<file path="config.mk">
export PLATFORM = sky130hd
export DESIGN_NAME = bresenham_line_pixel_generator
export DESIGN_NICKNAME = d
export VERILOG_FILES = /design/src/design/blpg_pkg.sv /design/src/design/blpg_front.sv /design/src/design/blpg_queue.sv /design/src/design/blpg_back.sv /design/src/design/bresenham_line_pixel_generator.sv
export VERILOG_INCLUDE_DIRS = /design/src /design/src/design
export SDC_FILE = /design/constraint.sdc
export NUM_CORES = 1
export LEC_CHECK = 0
export ABC_AREA = 0
export BUFFER_PORTS_ARGS = -buffer_cell sky130_fd_sc_hd__clkbuf_2
export CELL_PAD_IN_SITES_DETAIL_PLACEMENT = 1
export CELL_PAD_IN_SITES_GLOBAL_PLACEMENT = 1
export CORE_MARGIN = 2
export CORE_UTILIZATION = 30
export DETAILED_ROUTE_END_ITERATION = 10
export GPL_TIMING_DRIVEN = 0
export PLACE_DENSITY_LB_ADDON = 0.1
export SYNTH_ARGS = -nofsm -noshare
export SYNTH_HDL_FRONTEND = slang
export SYNTH_SLANG_ARGS = --single-unit
export TNS_END_PERCENT = 20
</file>
<file path="constraint.sdc">
create_clock -name clk_i -period 14.43 [get_ports clk_i]
set_input_delay 2.886 -clock clk_i [delete_from_list [all_inputs] [get_ports clk_i]]
set_output_delay 2.886 -clock clk_i [all_outputs]
set_load 0.01 [all_outputs]
</file>
<file path="src/design/bresenham_line_pixel_generator_macros.svh">
// Assertion macros for the Bresenham line pixel generator.
// Used by the top level; the enclosing module supplies clk_i and rst_ni.
`ifndef BRESENHAM_LINE_PIXEL_GENERATOR_MACROS_SVH
`define BRESENHAM_LINE_PIXEL_GENERATOR_MACROS_SVH

// Same-cycle implication, checked while out of reset.
`define BLPG_ASSERT_IMP(lbl, ante, cons, msg) \
  lbl: assert property (@(posedge clk_i) disable iff (!rst_ni) (ante) |-> (cons)) \
    else $error(msg);

// Next-cycle implication, checked while out of reset.
`define BLPG_ASSERT_NXT(lbl, ante, cons, msg) \
  lbl: assert property (@(posedge clk_i) disable iff (!rst_ni) (ante) |=> (cons)) \
    else $error(msg);

`endif

</file>
<file path="src/design/blpg_pkg.sv">
// Shared types and constants of the Bresenham line pixel generator.
// No dependencies; imported by every module of the block.
package blpg_pkg;

  localparam int CoordBits  = 11;
  localparam int ColorBits  = 8;
  localparam int StrideBits = 13;
  localparam int OffsetBits = 23;
  localparam int DecBits    = CoordBits + 3;
  localparam int IncBits    = CoordBits + 2;
  localparam int ProdBits   = StrideBits + CoordBits;

  localparam logic [StrideBits-1:0] StrideReset = StrideBits'(720);

  localparam logic OpStart = 1'b0;
  localparam logic OpStep  = 1'b1;

  typedef struct packed {
    logic                 op;
    logic [CoordBits-1:0] x_a;
    logic [CoordBits-1:0] y_a;
    logic [CoordBits-1:0] x_b;
    logic [CoordBits-1:0] y_b;
    logic [ColorBits-1:0] color_in;
  } blpg_in_t;

  typedef struct packed {
    logic [CoordBits-1:0]  pixel_x;
    logic [CoordBits-1:0]  pixel_y;
    logic [OffsetBits-1:0] pixel_offset;
    logic [ColorBits-1:0]  pixel_color;
    logic                  last_pixel;
  } blpg_out_t;

  // Classified command handed from the front end to the stepper.
  typedef struct packed {
    logic                        op;
    logic                        major_is_x;
    logic                        minor_down;
    logic                        last;
    logic [CoordBits-1:0]        cur_x;
    logic [CoordBits-1:0]        cur_y;
    logic [CoordBits-1:0]        end_major;
    logic signed [DecBits-1:0]   decision;
    logic [IncBits-1:0]          inc_straight;
    logic signed [DecBits-1:0]   inc_diagonal;
    logic [ColorBits-1:0]        color;
  } blpg_cmd_t;

endpackage

</file>
<file path="src/design/blpg_front.sv">
// Front end: classifies input transactions and computes the line set-up.
// Depends on blpg_pkg; feeds blpg_queue.
module blpg_front (
  input  blpg_pkg::blpg_in_t  in_data_i,
  output blpg_pkg::blpg_cmd_t cmd_o
);
  import blpg_pkg::*;

  logic [CoordBits-1:0] dx, dy, pa, pb, qa, qb, dmaj, dmin;
  logic                 x_desc, y_desc, major_x, swap;
  logic [DecBits-1:0]   dmin2, dmaj2;

  always_comb begin
    x_desc  = in_data_i.x_a > in_data_i.x_b;
    y_desc  = in_data_i.y_a > in_data_i.y_b;
    dx      = x_desc ? in_data_i.x_a - in_data_i.x_b : in_data_i.x_b - in_data_i.x_a;
    dy      = y_desc ? in_data_i.y_a - in_data_i.y_b : in_data_i.y_b - in_data_i.y_a;
    major_x = dx > dy;
    swap    = major_x ? x_desc : y_desc;
    if (major_x) begin
      pa = in_data_i.x_a; pb = in_data_i.x_b;
      qa = in_data_i.y_a; qb = in_data_i.y_b;
      dmaj = dx; dmin = dy;
    end else begin
      pa = in_data_i.y_a; pb = in_data_i.y_b;
      qa = in_data_i.x_a; qb = in_data_i.x_b;
      dmaj = dy; dmin = dx;
    end
    // Walk from the endpoint with the lower major coordinate.
    if (swap) begin
      {pa, pb} = {pb, pa};
      {qa, qb} = {qb, qa};
    end
    dmin2 = {2'b00, dmin, 1'b0};
    dmaj2 = {2'b00, dmaj, 1'b0};

    cmd_o.op           = in_data_i.op;
    cmd_o.major_is_x   = major_x;
    cmd_o.minor_down   = qb < qa;
    cmd_o.last         = pa == pb;
    cmd_o.cur_x        = major_x ? pa : qa;
    cmd_o.cur_y        = major_x ? qa : pa;
    cmd_o.end_major    = pb;
    cmd_o.decision     = $signed(dmin2 - {3'b000, dmaj});
    cmd_o.inc_straight = {1'b0, dmin, 1'b0};
    cmd_o.inc_diagonal = $signed(dmin2 - dmaj2);
    cmd_o.color        = in_data_i.color_in;
  end

endmodule

</file>
<file path="src/design/blpg_queue.sv">
// Short command queue between the front end and the stepper.
// Depends on blpg_pkg for the command type.
module blpg_queue #(
  parameter int DEPTH = 2
) (
  input  logic                clk_i,
  input  logic                rst_ni,
  input  logic                push_i,
  input  blpg_pkg::blpg_cmd_t push_data_i,
  output logic                full_o,
  input  logic                pop_i,
  output logic                valid_o,
  output blpg_pkg::blpg_cmd_t head_o
);
  import blpg_pkg::*;

  localparam int PtrBits = (DEPTH > 1) ? $clog2(DEPTH) : 1;
  localparam int CntBits = $clog2(DEPTH + 1);

  blpg_cmd_t            mem_q [DEPTH];
  logic [PtrBits-1:0]   wr_ptr_q, wr_ptr_d, rd_ptr_q, rd_ptr_d;
  logic [CntBits-1:0]   count_q, count_d;
  logic                 do_push, do_pop;

  assign full_o  = count_q == CntBits'(DEPTH);
  assign valid_o = count_q != '0;
  assign head_o  = mem_q[rd_ptr_q];
  assign do_push = push_i && !full_o;
  assign do_pop  = pop_i && valid_o;

  always_comb begin
    wr_ptr_d = wr_ptr_q;
    rd_ptr_d = rd_ptr_q;
    count_d  = count_q;
    if (do_push) begin
      wr_ptr_d = (wr_ptr_q == PtrBits'(DEPTH - 1)) ? '0 : wr_ptr_q + 1'b1;
    end
    if (do_pop) begin
      rd_ptr_d = (rd_ptr_q == PtrBits'(DEPTH - 1)) ? '0 : rd_ptr_q + 1'b1;
    end
    if (do_push && !do_pop) begin
      count_d = count_q + 1'b1;
    end else if (do_pop && !do_push) begin
      count_d = count_q - 1'b1;
    end
  end

  always_ff @(posedge clk_i or negedge rst_ni) begin
    if (!rst_ni) begin
      wr_ptr_q <= '0;
      rd_ptr_q <= '0;
      count_q  <= '0;
    end else begin
      wr_ptr_q <= wr_ptr_d;
      rd_ptr_q <= rd_ptr_d;
      count_q  <= count_d;
    end
  end

  always_ff @(posedge clk_i) begin
    if (do_push) begin
      mem_q[wr_ptr_q] <= push_data_i;
    end
  end

endmodule

</file>
<file path="src/design/blpg_back.sv">
// Back end: Bresenham stepper, offset multiplier stage and output register.
// Depends on blpg_pkg; pops commands from blpg_queue.
module blpg_back (
  input  logic                                  clk_i,
  input  logic                                  rst_ni,
  input  logic [blpg_pkg::StrideBits-1:0]       stride_i,
  input  logic                                  cmd_valid_i,
  input  blpg_pkg::blpg_cmd_t                   cmd_i,
  output logic                                  cmd_pop_o,
  output logic                                  out_valid_o,
  input  logic                                  out_stall_i,
  output blpg_pkg::blpg_out_t                   out_data_o
);
  import blpg_pkg::*;

  // Line state.
  logic                      busy_q, busy_d;
  logic                      major_x_q, major_x_d, minor_down_q, minor_down_d;
  logic [CoordBits-1:0]      cur_x_q, cur_x_d, cur_y_q, cur_y_d, end_major_q, end_major_d;
  logic signed [DecBits-1:0] decision_q, decision_d, inc_diag_q, inc_diag_d;
  logic [IncBits-1:0]        inc_str_q, inc_str_d;
  logic [ColorBits-1:0]      color_q, color_d;

  // Pixel stage.
  logic                      pix_valid_q, pix_valid_d, pix_last_q, pix_last_d;
  logic [CoordBits-1:0]      pix_x_q, pix_x_d, pix_y_q, pix_y_d;
  logic [ColorBits-1:0]      pix_color_q, pix_color_d;

  // Multiply stage.
  logic                      mul_valid_q, mul_last_q;
  logic [CoordBits-1:0]      mul_x_q, mul_y_q;
  logic [ColorBits-1:0]      mul_color_q;
  logic [OffsetBits-1:0]     mul_prod_q;
  logic [ProdBits-1:0]       prod;

  logic                      out_valid_q;
  blpg_out_t                 out_q;

  logic                      adv;
  logic [CoordBits-1:0]      maj, maj_n, mnr, mnr_n;
  logic                      step_last;

  // The whole pipeline moves together; it holds only while the output is stalled.
  assign adv       = !(out_valid_q && out_stall_i);
  assign cmd_pop_o = cmd_valid_i && adv;

  always_comb begin
    maj       = major_x_q ? cur_x_q : cur_y_q;
    mnr       = major_x_q ? cur_y_q : cur_x_q;
    maj_n     = maj + 1'b1;
    mnr_n     = minor_down_q ? mnr - 1'b1 : mnr + 1'b1;
    step_last = maj_n == end_major_q;

    busy_d       = busy_q;
    major_x_d    = major_x_q;
    minor_down_d = minor_down_q;
    cur_x_d      = cur_x_q;
    cur_y_d      = cur_y_q;
    end_major_d  = end_major_q;
    decision_d   = decision_q;
    inc_str_d    = inc_str_q;
    inc_diag_d   = inc_diag_q;
    color_d      = color_q;
    pix_valid_d  = 1'b0;
    pix_last_d   = 1'b0;

    if (cmd_pop_o) begin
      if (cmd_i.op == OpStart) begin
        // A new line replaces any line still running.
        major_x_d    = cmd_i.major_is_x;
        minor_down_d = cmd_i.minor_down;
        cur_x_d      = cmd_i.cur_x;
        cur_y_d      = cmd_i.cur_y;
        end_major_d  = cmd_i.end_major;
        decision_d   = cmd_i.decision;
        inc_str_d    = cmd_i.inc_straight;
        inc_diag_d   = cmd_i.inc_diagonal;
        color_d      = cmd_i.color;
        busy_d       = !cmd_i.last;
        pix_valid_d  = 1'b1;
        pix_last_d   = cmd_i.last;
      end else if (busy_q) begin
        if (decision_q[DecBits-1]) begin
          decision_d = decision_q + $signed({1'b0, inc_str_q});
        end else begin
          decision_d = decision_q + inc_diag_q;
          if (major_x_q) begin
            cur_y_d = mnr_n;
          end else begin
            cur_x_d = mnr_n;
          end
        end
        if (major_x_q) begin
          cur_x_d = maj_n;
        end else begin
          cur_y_d = maj_n;
        end
        busy_d      = !step_last;
        pix_valid_d = 1'b1;
        pix_last_d  = step_last;
      end
    end
    pix_x_d     = cur_x_d;
    pix_y_d     = cur_y_d;
    pix_color_d = color_d;
  end

  assign prod = stride_i * pix_y_q;

  always_ff @(posedge clk_i or negedge rst_ni) begin
    if (!rst_ni) begin
      busy_q      <= 1'b0;
      pix_valid_q <= 1'b0;
      mul_valid_q <= 1'b0;
      out_valid_q <= 1'b0;
    end else begin
      busy_q <= busy_d;
      if (adv) begin
        pix_valid_q <= pix_valid_d;
        mul_valid_q <= pix_valid_q;
        out_valid_q <= mul_valid_q;
      end
    end
  end

  always_ff @(posedge clk_i) begin
    major_x_q    <= major_x_d;
    minor_down_q <= minor_down_d;
    cur_x_q      <= cur_x_d;
    cur_y_q      <= cur_y_d;
    end_major_q  <= end_major_d;
    decision_q   <= decision_d;
    inc_str_q    <= inc_str_d;
    inc_diag_q   <= inc_diag_d;
    color_q      <= color_d;
    if (adv) begin
      pix_last_q   <= pix_last_d;
      pix_x_q      <= pix_x_d;
      pix_y_q      <= pix_y_d;
      pix_color_q  <= pix_color_d;
      mul_last_q   <= pix_last_q;
      mul_x_q      <= pix_x_q;
      mul_y_q      <= pix_y_q;
      mul_color_q  <= pix_color_q;
      mul_prod_q   <= prod[OffsetBits-1:0];
      out_q.pixel_x      <= mul_x_q;
      out_q.pixel_y      <= mul_y_q;
      out_q.pixel_offset <= mul_prod_q + OffsetBits'(mul_x_q);
      out_q.pixel_color  <= mul_color_q;
      out_q.last_pixel   <= mul_last_q;
    end
  end

  assign out_valid_o = out_valid_q;
  assign out_data_o  = out_q;

endmodule

</file>
<file path="src/design/bresenham_line_pixel_generator.sv">
// Bresenham line pixel generator: start or step transactions, one pixel per clock
// unless the output stalls. A transaction goes through the command queue, then the
// pixel, multiply and output registers. The stepper takes one transaction per cycle
// unless the output stalls; its loop is one add and compare on the decision variable.
// Reset clears all valid flags, queue pointers and the busy flag; the stride returns to 720.
`include "bresenham_line_pixel_generator_macros.svh"

module bresenham_line_pixel_generator #(
  parameter int QUEUE_DEPTH = 2
) (
  input  logic                            clk_i,
  input  logic                            rst_ni,
  input  logic                            in_valid_i,
  output logic                            in_stall_o,
  input  blpg_pkg::blpg_in_t              in_data_i,
  output logic                            out_valid_o,
  input  logic                            out_stall_i,
  output blpg_pkg::blpg_out_t             out_data_o,
  input  logic                            cfg_we_i,
  input  logic [blpg_pkg::StrideBits-1:0] cfg_wdata_i
);
  import blpg_pkg::*;

  logic [StrideBits-1:0] stride_q;
  blpg_cmd_t             front_cmd, head_cmd;
  logic                  q_full, q_valid, q_pop;

  always_ff @(posedge clk_i or negedge rst_ni) begin
    if (!rst_ni) begin
      stride_q <= StrideReset;
    end else if (cfg_we_i) begin
      stride_q <= cfg_wdata_i;
    end
  end

  assign in_stall_o = q_full;

  blpg_front u_front (
    .in_data_i (in_data_i),
    .cmd_o     (front_cmd)
  );

  blpg_queue #(
    .DEPTH (QUEUE_DEPTH)
  ) u_queue (
    .clk_i       (clk_i),
    .rst_ni      (rst_ni),
    .push_i      (in_valid_i),
    .push_data_i (front_cmd),
    .full_o      (q_full),
    .pop_i       (q_pop),
    .valid_o     (q_valid),
    .head_o      (head_cmd)
  );

  blpg_back u_back (
    .clk_i       (clk_i),
    .rst_ni      (rst_ni),
    .stride_i    (stride_q),
    .cmd_valid_i (q_valid),
    .cmd_i       (head_cmd),
    .cmd_pop_o   (q_pop),
    .out_valid_o (out_valid_o),
    .out_stall_i (out_stall_i),
    .out_data_o  (out_data_o)
  );

  // A queued command must move on whenever the output side is not holding.
  `BLPG_ASSERT_IMP(a_pop_when_free, q_valid && !(out_valid_o && out_stall_i), q_pop, "pop missed")
  // An accepted transaction leaves the queue non-empty on the next cycle.
  `BLPG_ASSERT_NXT(a_push_lands, in_valid_i && !in_stall_o, q_valid, "accepted transaction lost")
  // A configuration write takes effect on the next cycle.
  `BLPG_ASSERT_NXT(a_cfg_write, cfg_we_i, stride_q == $past(cfg_wdata_i), "stride write lost")

endmodule
</file>
==> results.sh, run 1 <==
export IMPL_gp_congestion=0.837
export IMPL_dieArea_mm2=0.0879
export IMPL_path_buf_inv=10
export IMPL_cts_tree="yes"
export IMPL_drv_slew=0
export IMPL_die_w_um=296
export IMPL_drive_gt1_frac=0.135
export IMPL_worstReg2RegStart="u_back.pix_y_q[3]"
export IMPL_syn_to_final_growth_pct=14.5
export IMPL_num_vias=17900
export IMPL_hpwl_mm=60.7
export IMPL_cp_required_ns=14.71
export IMPL_ant_nets=0
export IMPL_crit_path_top_delay_cell="a21oi_1"
export IMPL_reg2regPathDepth=22
export IMPL_ys_seq_area_frac=0.451
export IMPL_relSlewSlack=0.159
export IMPL_ctsResizeCount=0
export IMPL_drt_drc_violations_left=0
export IMPL_finalHoldViolations=0
export IMPL_tightest_slew_ns=1.25
export IMPL_critPathLaunchType="input port"
export IMPL_hp_class="reg2reg"
export IMPL_cts_hold_buf=0
export IMPL_fin_skew_ns=0.0138
export IMPL_r2r_setup_slack_ns=7.79
export IMPL_initialDrtViolationCount=788
export IMPL_root_buffer="clkbuf_16"
export IMPL_fin_nets=2830
export IMPL_drv_cap=0
export IMPL_asyncSetResetFlopFracSynth=0.0526
export IMPL_rsz0062_at_grt="no"
export IMPL_clk_latency_ns=0.57
export IMPL_setup_ws_ns=1.76
export IMPL_overflow=0
export IMPL_layout_worst_path_cycle_share=0.878
export IMPL_path_class="in2reg"
export IMPL_initial_core_util=0.302
export IMPL_synth_ff_type="edfxtp_1"
export IMPL_post_cts_repair_setup_buffers=0
export IMPL_synth_area_leaders="edfxtp_1 (41%), fa_1 (8.2%), ha_1 (7.9%)"
export IMPL_crit_path_frequent_cell="a21oi_1"
export IMPL_final_setup_viol_count=0
export IMPL_synth_edf_count=348
export IMPL_synth_warning_count=0
export IMPL_min_to="u_back.mul_color_q[7]"
export IMPL_grt_antenna_before_repair=0
export IMPL_whs_path_depth=0
export IMPL_cts_num_sinks=399
export IMPL_fmax_mhz=78.9
export IMPL_r2r_end="u_back.mul_prod_q[22]"
export IMPL_path_clk_slew_ns=0.07
export IMPL_die_h_um=296
export IMPL_crit_family="compound AO/OA/AOI/OAI gates"
export IMPL_cts_buffers=43
export IMPL_place_ws_ns=1.07
export IMPL_diodes=0
export IMPL_htree_levels=2
export IMPL_endpoint_kind="flip-flop"
export IMPL_io_pins=127
export IMPL_crit_arrival_ns=12.95
export IMPL_synth_top_area_cell="edfxtp_1"
export IMPL_grt_pass1_vias=19600
export IMPL_yosysUniqueCellTypes=92
export IMPL_grt_pass1_wl_mm=118
export IMPL_min_from="u_back.pix_color_q[7]"
export IMPL_synth_area_mm2=0.0257
export IMPL_first_pass_iters=5
export IMPL_period_minus_slack_ns=12.67
export IMPL_critPathMaxFanout=10
export IMPL_grt_max_degree=58
export IMPL_tns_ns=0
export IMPL_slowest_delay_ns=0.82
export IMPL_io_buffers=126
export IMPL_synth_top_area_share=0.407
export IMPL_grtUsageTotal=0.177
export IMPL_wirelength_mm=76.3
export IMPL_status="finished clean"
export IMPL_syn_area_per_cell_um2=11.1
export IMPL_fp_row_count=107
export IMPL_yosysMostFrequentCell="edfxtp_1"
export IMPL_ys_ff_latch=399
export IMPL_synth_common_cells="edfxtp_1 (348), inv_1 (228), nand2_1 (208)"
export IMPL_clockBufferDepth=3
export IMPL_post_drt_wl_per_cell_um=20.8
export IMPL_core_area_mm2=0.0850
export IMPL_avgViaCountPerCell=4.87
export IMPL_syn_num_nets=2652
export IMPL_syn_inst=2313
-- metal layers --
layer,GRT usage,up-vias,part of all wire
met5,0,-,0
met4,0.0405,0,0.020
met3,0.0164,79,0.024
met2,0.322,266,0.51
met1,0.225,9025,0.45
li1,-,8495,-
-- stage by stage --
step	instances	util	area, um^2	hold WS (ns)
floorplan	2313	-	25700	0.400
global placement	3583	0.326	27700	0.401
detailed placement	3590	0.328	27900	0.405
CTS	3669	0.346	29400	0.406
global route	3669	0.346	29400	0.416
finish	3669	0.346	29400	0.412
-- flip-flops by register name (all words and copies together), names as in the netlist, 11 cells and up --
register            cells
u_back.inc_str_q       11
u_queue.mem_q         160
u_back.inc_diag_q      12
u_back.mul_prod_q      23
u_back.pix_x_q         11
u_back.end_major_q     11
u_back.out_data_o      54
u_back.cur_y_q         11
u_back.mul_x_q         11
stride_q               13
u_back.mul_y_q         11
u_back.cur_x_q         11
u_back.decision_q      13
u_back.pix_y_q         11
-- kinds of logic (layout without fill, tap and decap cells) --
family	count (synthesis)	count (layout)	synth area share
and+or+nand+nor	561	561	0.107
buffers and inverters	332	544	0.0511
muxes	166	166	0.0683
AOI/OAI and AO/OA	448	448	0.113
xor gates and xnor gates	138	138	0.0471
adders and majority gates	269	269	0.162
DFF	399	399	0.451
-- cell type report --
| class | instances | area (um^2) |
|---|---|---|
| clock inverter | 28 | 344 |
| sequential | 399 | 11600 |
| timing repair buffer | 133 | 793 |
| fill | 9469 | 55600 |
| tap | 1144 | 1430 |
| multi-input combinational | 1582 | 12800 |
| inverter | 231 | 867 |
| clock buffer | 51 | 1140 |
| buffer | 101 | 445 |
-- worst register-to-register path, stage by stage, from the launching register on --
cell and delay (ns):
edfxtp_1 0.54, clkbuf_1 0.46, nand2_1 0.15, fa_1 0.52
inv_1 0.05, fa_1 0.49, inv_1 0.05, fa_1 0.53
inv_1 0.05, fa_1 0.49, inv_1 0.05, fa_1 0.49
inv_1 0.05, ha_1 0.32, nand2_1 0.06, o21ai_0 0.63
a211oi_1 0.26, o21ai_0 0.34, nand2_1 0.13, o2111ai_1 0.33
a31o_2 0.20, a21oi_1 0.07, xnor2_1 0.12
-- cells in the final DEF (no fill, tap or decap), types with 44 or more instances in the layout --
| master | Yosys | routed |
|---|---|---|
| clkbuf_2 | 2 | 128 |
| mux2i_1 | 92 | 92 |
| a21oi_1 | 136 | 136 |
| nor2_1 | 104 | 103 |
| and2_1 | 74 | 74 |
| xnor2_1 | 77 | 77 |
| xor2_1 | 61 | 61 |
| inv_1 | 228 | 227 |
| nand2_1 | 208 | 207 |
| mux2_2 | 73 | 73 |
| ha_1 | 163 | 163 |
| clkbuf_1 | 69 | 75 |
| edfxtp_1 | 348 | 348 |
| fa_1 | 105 | 105 |
| o21ai_0 | 101 | 101 |
| clkbuf_16 | 0 | 44 |
-- worst max path at each step --
stage,start,end,slack [ns],cells past startpoint
3_5_place_dp,in_data_i[23],u_queue.mem_q[1][43],1.07,39
3_3_place_gp,in_data_i[23],u_queue.mem_q[0][43],1.21,39
5_1_grt,in_data_i[23],u_queue.mem_q[0][43],0.99,39
6_report,in_data_i[11],u_queue.mem_q[1][43],1.76,35
2_1_floorplan,in_data_i[23],u_queue.mem_q[0][44],4.31,36
4_1_cts,in_data_i[23],u_queue.mem_q[1][43],1.65,39
Power of run 1 is not shown: default switching activity piles up to over one toggle a cycle in this logic, so the estimate is an artifact.
==> inputs of run 2 (changes only) <==
--- a/config.mk
+++ b/config.mk
@@ -15,6 +15,7 @@
 export DETAILED_ROUTE_END_ITERATION = 10
 export GPL_TIMING_DRIVEN = 0
 export PLACE_DENSITY_LB_ADDON = 0.1
+export REMOVE_ABC_BUFFERS = 1
 export SYNTH_ARGS = -nofsm -noshare
 export SYNTH_HDL_FRONTEND = slang
 export SYNTH_SLANG_ARGS = --single-unit
==> results.sh, run 2 (synthesis gave the netlist of run 1 again) <==
export IMPL_fin_skew_ns=0.0198
export IMPL_grtUsageTotal=0.156
export IMPL_diodes=0
export IMPL_cts_hold_buf=0
export IMPL_status="finished clean"
export IMPL_hpwl_mm=52.4
export IMPL_min_from="u_back.pix_color_q[3]"
export IMPL_grt_max_degree=68
export IMPL_clk_latency_ns=0.59
export IMPL_setup_ws_ns=2.43
export IMPL_avgViaCountPerCell=4.81
export IMPL_initial_core_util=0.302
export IMPL_r2r_end="u_back.mul_prod_q[22]"
export IMPL_place_ws_ns=1.56
export IMPL_ctsResizeCount=0
export IMPL_core_area_mm2=0.0850
export IMPL_final_common_cell="edfxtp_1"
export IMPL_fmax_mhz=83.3
export IMPL_io_buffers=126
export IMPL_worstReg2RegStart="u_back.pix_y_q[2]"
export IMPL_fin_nets=2740
export IMPL_drv_cap=0
export IMPL_clockBufferDepth=3
export IMPL_whs_path_depth=0
export IMPL_gp_congestion=0.790
export IMPL_min_to="u_back.mul_color_q[3]"
export IMPL_largest_reg_flops=160
export IMPL_path_class="in2reg"
export IMPL_overflow=0
export IMPL_wirelength_mm=67.9
export IMPL_initialDrtViolationCount=624
export IMPL_die_w_um=296
export IMPL_reg2regPathDepth=21
export IMPL_io_pins=127
export IMPL_dieArea_mm2=0.0879
export IMPL_grt_antenna_before_repair=0
export IMPL_cp_required_ns=14.77
export IMPL_post_drt_wl_per_cell_um=19.0
export IMPL_period_minus_slack_ns=12.00
export IMPL_cts_buffers=46
export IMPL_post_route_util=0.343
export IMPL_critPathMaxFanout=60
export IMPL_first_pass_iters=4
export IMPL_slowest_delay_ns=0.89
export IMPL_root_buffer="clkbuf_16"
export IMPL_cts_tree="yes"
export IMPL_drt_drc_violations_left=0
export IMPL_tightest_slew_ns=1.27
export IMPL_layout_common_cells="edfxtp_1 (348), inv_1 (227), nand2_1 (207)"
export IMPL_grt_pass1_vias=18500
export IMPL_relSlewSlack=0.146
export IMPL_htree_levels=2
export IMPL_grt_pass1_wl_mm=106
export IMPL_crit_path_top_delay_cell="inv_2"
export IMPL_drv_slew=0
export IMPL_r2r_setup_slack_ns=8.37
export IMPL_post_cts_repair_setup_buffers=0
export IMPL_fp_row_count=107
export IMPL_syn_to_final_growth_pct=13.7
export IMPL_ant_nets=0
export IMPL_endpoint_kind="flip-flop"
export IMPL_num_vias=17200
export IMPL_finalHoldViolations=0
export IMPL_final_setup_viol_count=0
export IMPL_layout_worst_path_cycle_share=0.832
export IMPL_die_h_um=296
export IMPL_critPathLaunchType="input port"
export IMPL_crit_arrival_ns=12.34
export IMPL_top_register="u_queue.mem_q"
export IMPL_cts_num_sinks=399
export IMPL_holdWs_ns=0.416
export IMPL_hp_class="reg2reg"
export IMPL_drive_gt1_frac=0.138
export IMPL_path_clk_slew_ns=0.06
export IMPL_rsz0062_at_grt="no"
==> run 2: worst max-delay path by stage <==
stage,start,endpoint,cells after the start
3_5_place_dp,in_data_i[21],u_queue.mem_q[1][46],29
6_report,in_data_i[21],u_queue.mem_q[1][46],30
5_1_grt,in_data_i[24],u_queue.mem_q[1][46],30
3_3_place_gp,in_data_i[21],u_queue.mem_q[0][81],25
2_1_floorplan,in_data_i[24],u_queue.mem_q[0][81],25
4_1_cts,in_data_i[21],u_queue.mem_q[0][46],29
==> run 2: metal layers <==
layer,GRT usage,vias up,share of wire
li1,-,8327,-
met1,0.201,8644,0.46
met2,0.279,184,0.50
met3,0.0172,66,0.023
met4,0.0379,0,0.021
met5,0,-,0
==> run 2: area by class of cell <==
class | instances | area, um^2
Fill cell | 9377 | 55800
Multi-Input combinational cell | 1582 | 12800
Sequential cell | 399 | 11600
Tap cell | 1144 | 1430
Clock buffer | 64 | 1270
Timing Repair Buffer | 141 | 993
Inverter | 231 | 867
Clock inverter | 22 | 225
==> run 2: stage by stage <==
step | area [um^2] | instances | TNS [ns]
after floorplan | 25200 | 2212 | 0
after global placement | 27300 | 3482 | -24.44
after detailed placement | 27700 | 3496 | 0
after CTS | 29200 | 3582 | 0
after global routing | 29200 | 3583 | 0
final | 29200 | 3583 | 0
==> run 2: critical path: cells and delay by family <==
family	cells	cell delay [ns]
buf+inv	5	1.38
compound gates	12	3.22
fa+ha+maj	3	1.48
xor+xnor	1	0.39
simple gates	9	2.86
Power of run 2 is left out for the same reason.
==> inputs of run 3 (changes only) <==
==> constraint.sdc (replaced) <==
create_clock -name clk_i -period 9.9 [get_ports clk_i]
set_input_delay 1.98 -clock clk_i [delete_from_list [all_inputs] [get_ports clk_i]]
set_output_delay 1.98 -clock clk_i [all_outputs]
set_load 0.01 [all_outputs]
==> results.sh, run 3 (synthesis gave the netlist of run 1 again) <==
export IMPL_status="finished clean"
export IMPL_drt_drc_violations_left=0
export IMPL_num_vias=17300
export IMPL_wirelength_mm=68.8
export IMPL_first_pass_iters=5
export IMPL_largest_reg_flops=160
export IMPL_fmax_mhz=107
export IMPL_grt_antenna_before_repair=0
export IMPL_grt_busiest_layer="met2"
export IMPL_layout_common_cells="edfxtp_1 (348), inv_1 (227), nand2_1 (207)"
export IMPL_post_route_util=0.345
export IMPL_crit_arrival_ns=9.70
export IMPL_gp_congestion=0.790
export IMPL_crit_family="compound AO/OA/AOI/OAI gates"
export IMPL_overflow=0
export IMPL_grt_pass1_wl_mm=107
export IMPL_hp_class="reg2reg"
export IMPL_relSlewSlack=0.149
export IMPL_period_minus_slack_ns=9.38
export IMPL_root_buffer="clkbuf_16"
export IMPL_slowest_delay_ns=0.51
export IMPL_final_common_cell="edfxtp_1"
export IMPL_critPathLaunchType="input port"
export IMPL_dieArea_mm2=0.0879
export IMPL_final_setup_viol_count=0
export IMPL_hpwl_mm=52.4
export IMPL_layout_worst_path_cycle_share=0.948
export IMPL_endpoint_kind="flip-flop"
export IMPL_clockBufferDepth=3
export IMPL_cp_required_ns=10.21
export IMPL_tightest_slew_ns=1.27
export IMPL_path_class="in2reg"
export IMPL_io_buffers=126
export IMPL_grt_pass1_vias=18600
export IMPL_post_drt_wl_per_cell_um=19.1
export IMPL_cts_buffers=46
export IMPL_fin_nets=2748
export IMPL_ant_nets=0
export IMPL_initialDrtViolationCount=599
export IMPL_fin_area_mm2=0.0294
export IMPL_finalHoldViolations=0
export IMPL_cts_num_sinks=399
export IMPL_avgViaCountPerCell=4.81
export IMPL_syn_to_final_growth_pct=14.4
export IMPL_path_clk_slew_ns=0.06
export IMPL_core_area_mm2=0.0850
export IMPL_rsz0062_at_grt="yes"
export IMPL_drive_gt1_frac=0.146
export IMPL_fin_skew_ns=0.0195
export IMPL_place_area_mm2=0.0277
export IMPL_use_met2=0.283
export IMPL_crit_path_frequent_cell="ha_1"
export IMPL_cts_tree="yes"
export IMPL_drv_cap=0
export IMPL_drv_slew=0
export IMPL_met3_usage=0.0174
export IMPL_die_w_um=296
export IMPL_critPathMaxFanout=48
export IMPL_grt_max_degree=68
export IMPL_top_register="u_queue.mem_q"
export IMPL_die_h_um=296
export IMPL_tns_ns=0
export IMPL_holdWs_ns=0.417
export IMPL_crit_path_top_delay_cell="a2111oi_4"
export IMPL_path_buf_inv=5
export IMPL_use_met1=0.203
export IMPL_filler_cell_count=9366
export IMPL_grtUsageTotal=0.158
export IMPL_htree_levels=2
export IMPL_diodes=0
export IMPL_io_pins=127
export IMPL_fp_row_count=107
export IMPL_clk_latency_ns=0.59
export IMPL_initial_core_util=0.302
run 3: cell count changes in the layout (fill, tap and decap cells not counted), moves of 2 or more:
cell / before / now
buf_4: 1 / 6
ha_1: 163 / 161
ha_2: 0 / 2
or2_2: 8 / 10
xnor2_1: 77 / 75
xnor2_2: 0 / 2
xor2_1: 61 / 59
xor2_2: 0 / 2
run 3: stage by stage:
stage | setup slack [ns] | instances
floorplan | -1.03 | 2212
global placement | -5.56 | 3482
detailed placement | -2.07 | 3496
CTS | 0.0135 | 3584
global route | -0.0128 | 3591
finish | 0.517 | 3591
run 3: worst paths after layout:
| path | start | end | slack, ns | cells after the start |
|---|---|---|---|---|
| worst max-delay path | in_data_i[12] | u_queue.mem_q[0][44] | 0.52 | 29 |
| min in group asynchronous | rst_ni | stride_q[11] | 1.40 | 1 |
| worst min register to register | u_back.pix_color_q[3] | u_back.mul_color_q[3] | 0.42 | 0 |
| worst min-delay path | u_back.pix_color_q[3] | u_back.mul_color_q[3] | 0.42 | 0 |
| max in group asynchronous | rst_ni | u_queue.rd_ptr_q | 8.03 | 1 |
| worst max register to register | u_back.pix_y_q[2] | u_back.mul_prod_q[22] | 3.84 | 21 |
run 3: final cells by class:
cell class | count | area (um^2) | share of cell area
timing repair buffer | 147 | 1040 | 0.0354
tap | 1144 | 1430 | 0.0488
clock inverter | 22 | 225 | 0.00767
sequential | 399 | 11600 | 0.395
clock buffer | 64 | 1270 | 0.0432
multi-input combinational | 1584 | 12900 | 0.440
inverter | 231 | 880 | 0.0300
run 3: layer usage:
metal  up-vias  wire (um)
met1      8645      31400
li1       8348          -
met5         -          0
met3        76       1640
met2       195      34100
met4         0       1670
run 3: timing repair:
action | CTS | global route
buffers inserted | 0 | 7
endpoints found under the setup margin | 26 | 18
pin swaps | 1 | 3
hold buffers | 0 | 0
hold endpoints to repair | 0 | 0
cloned | 2 | 0
resized for setup | 11 | 11
Power of run 3 is left out for the same reason.
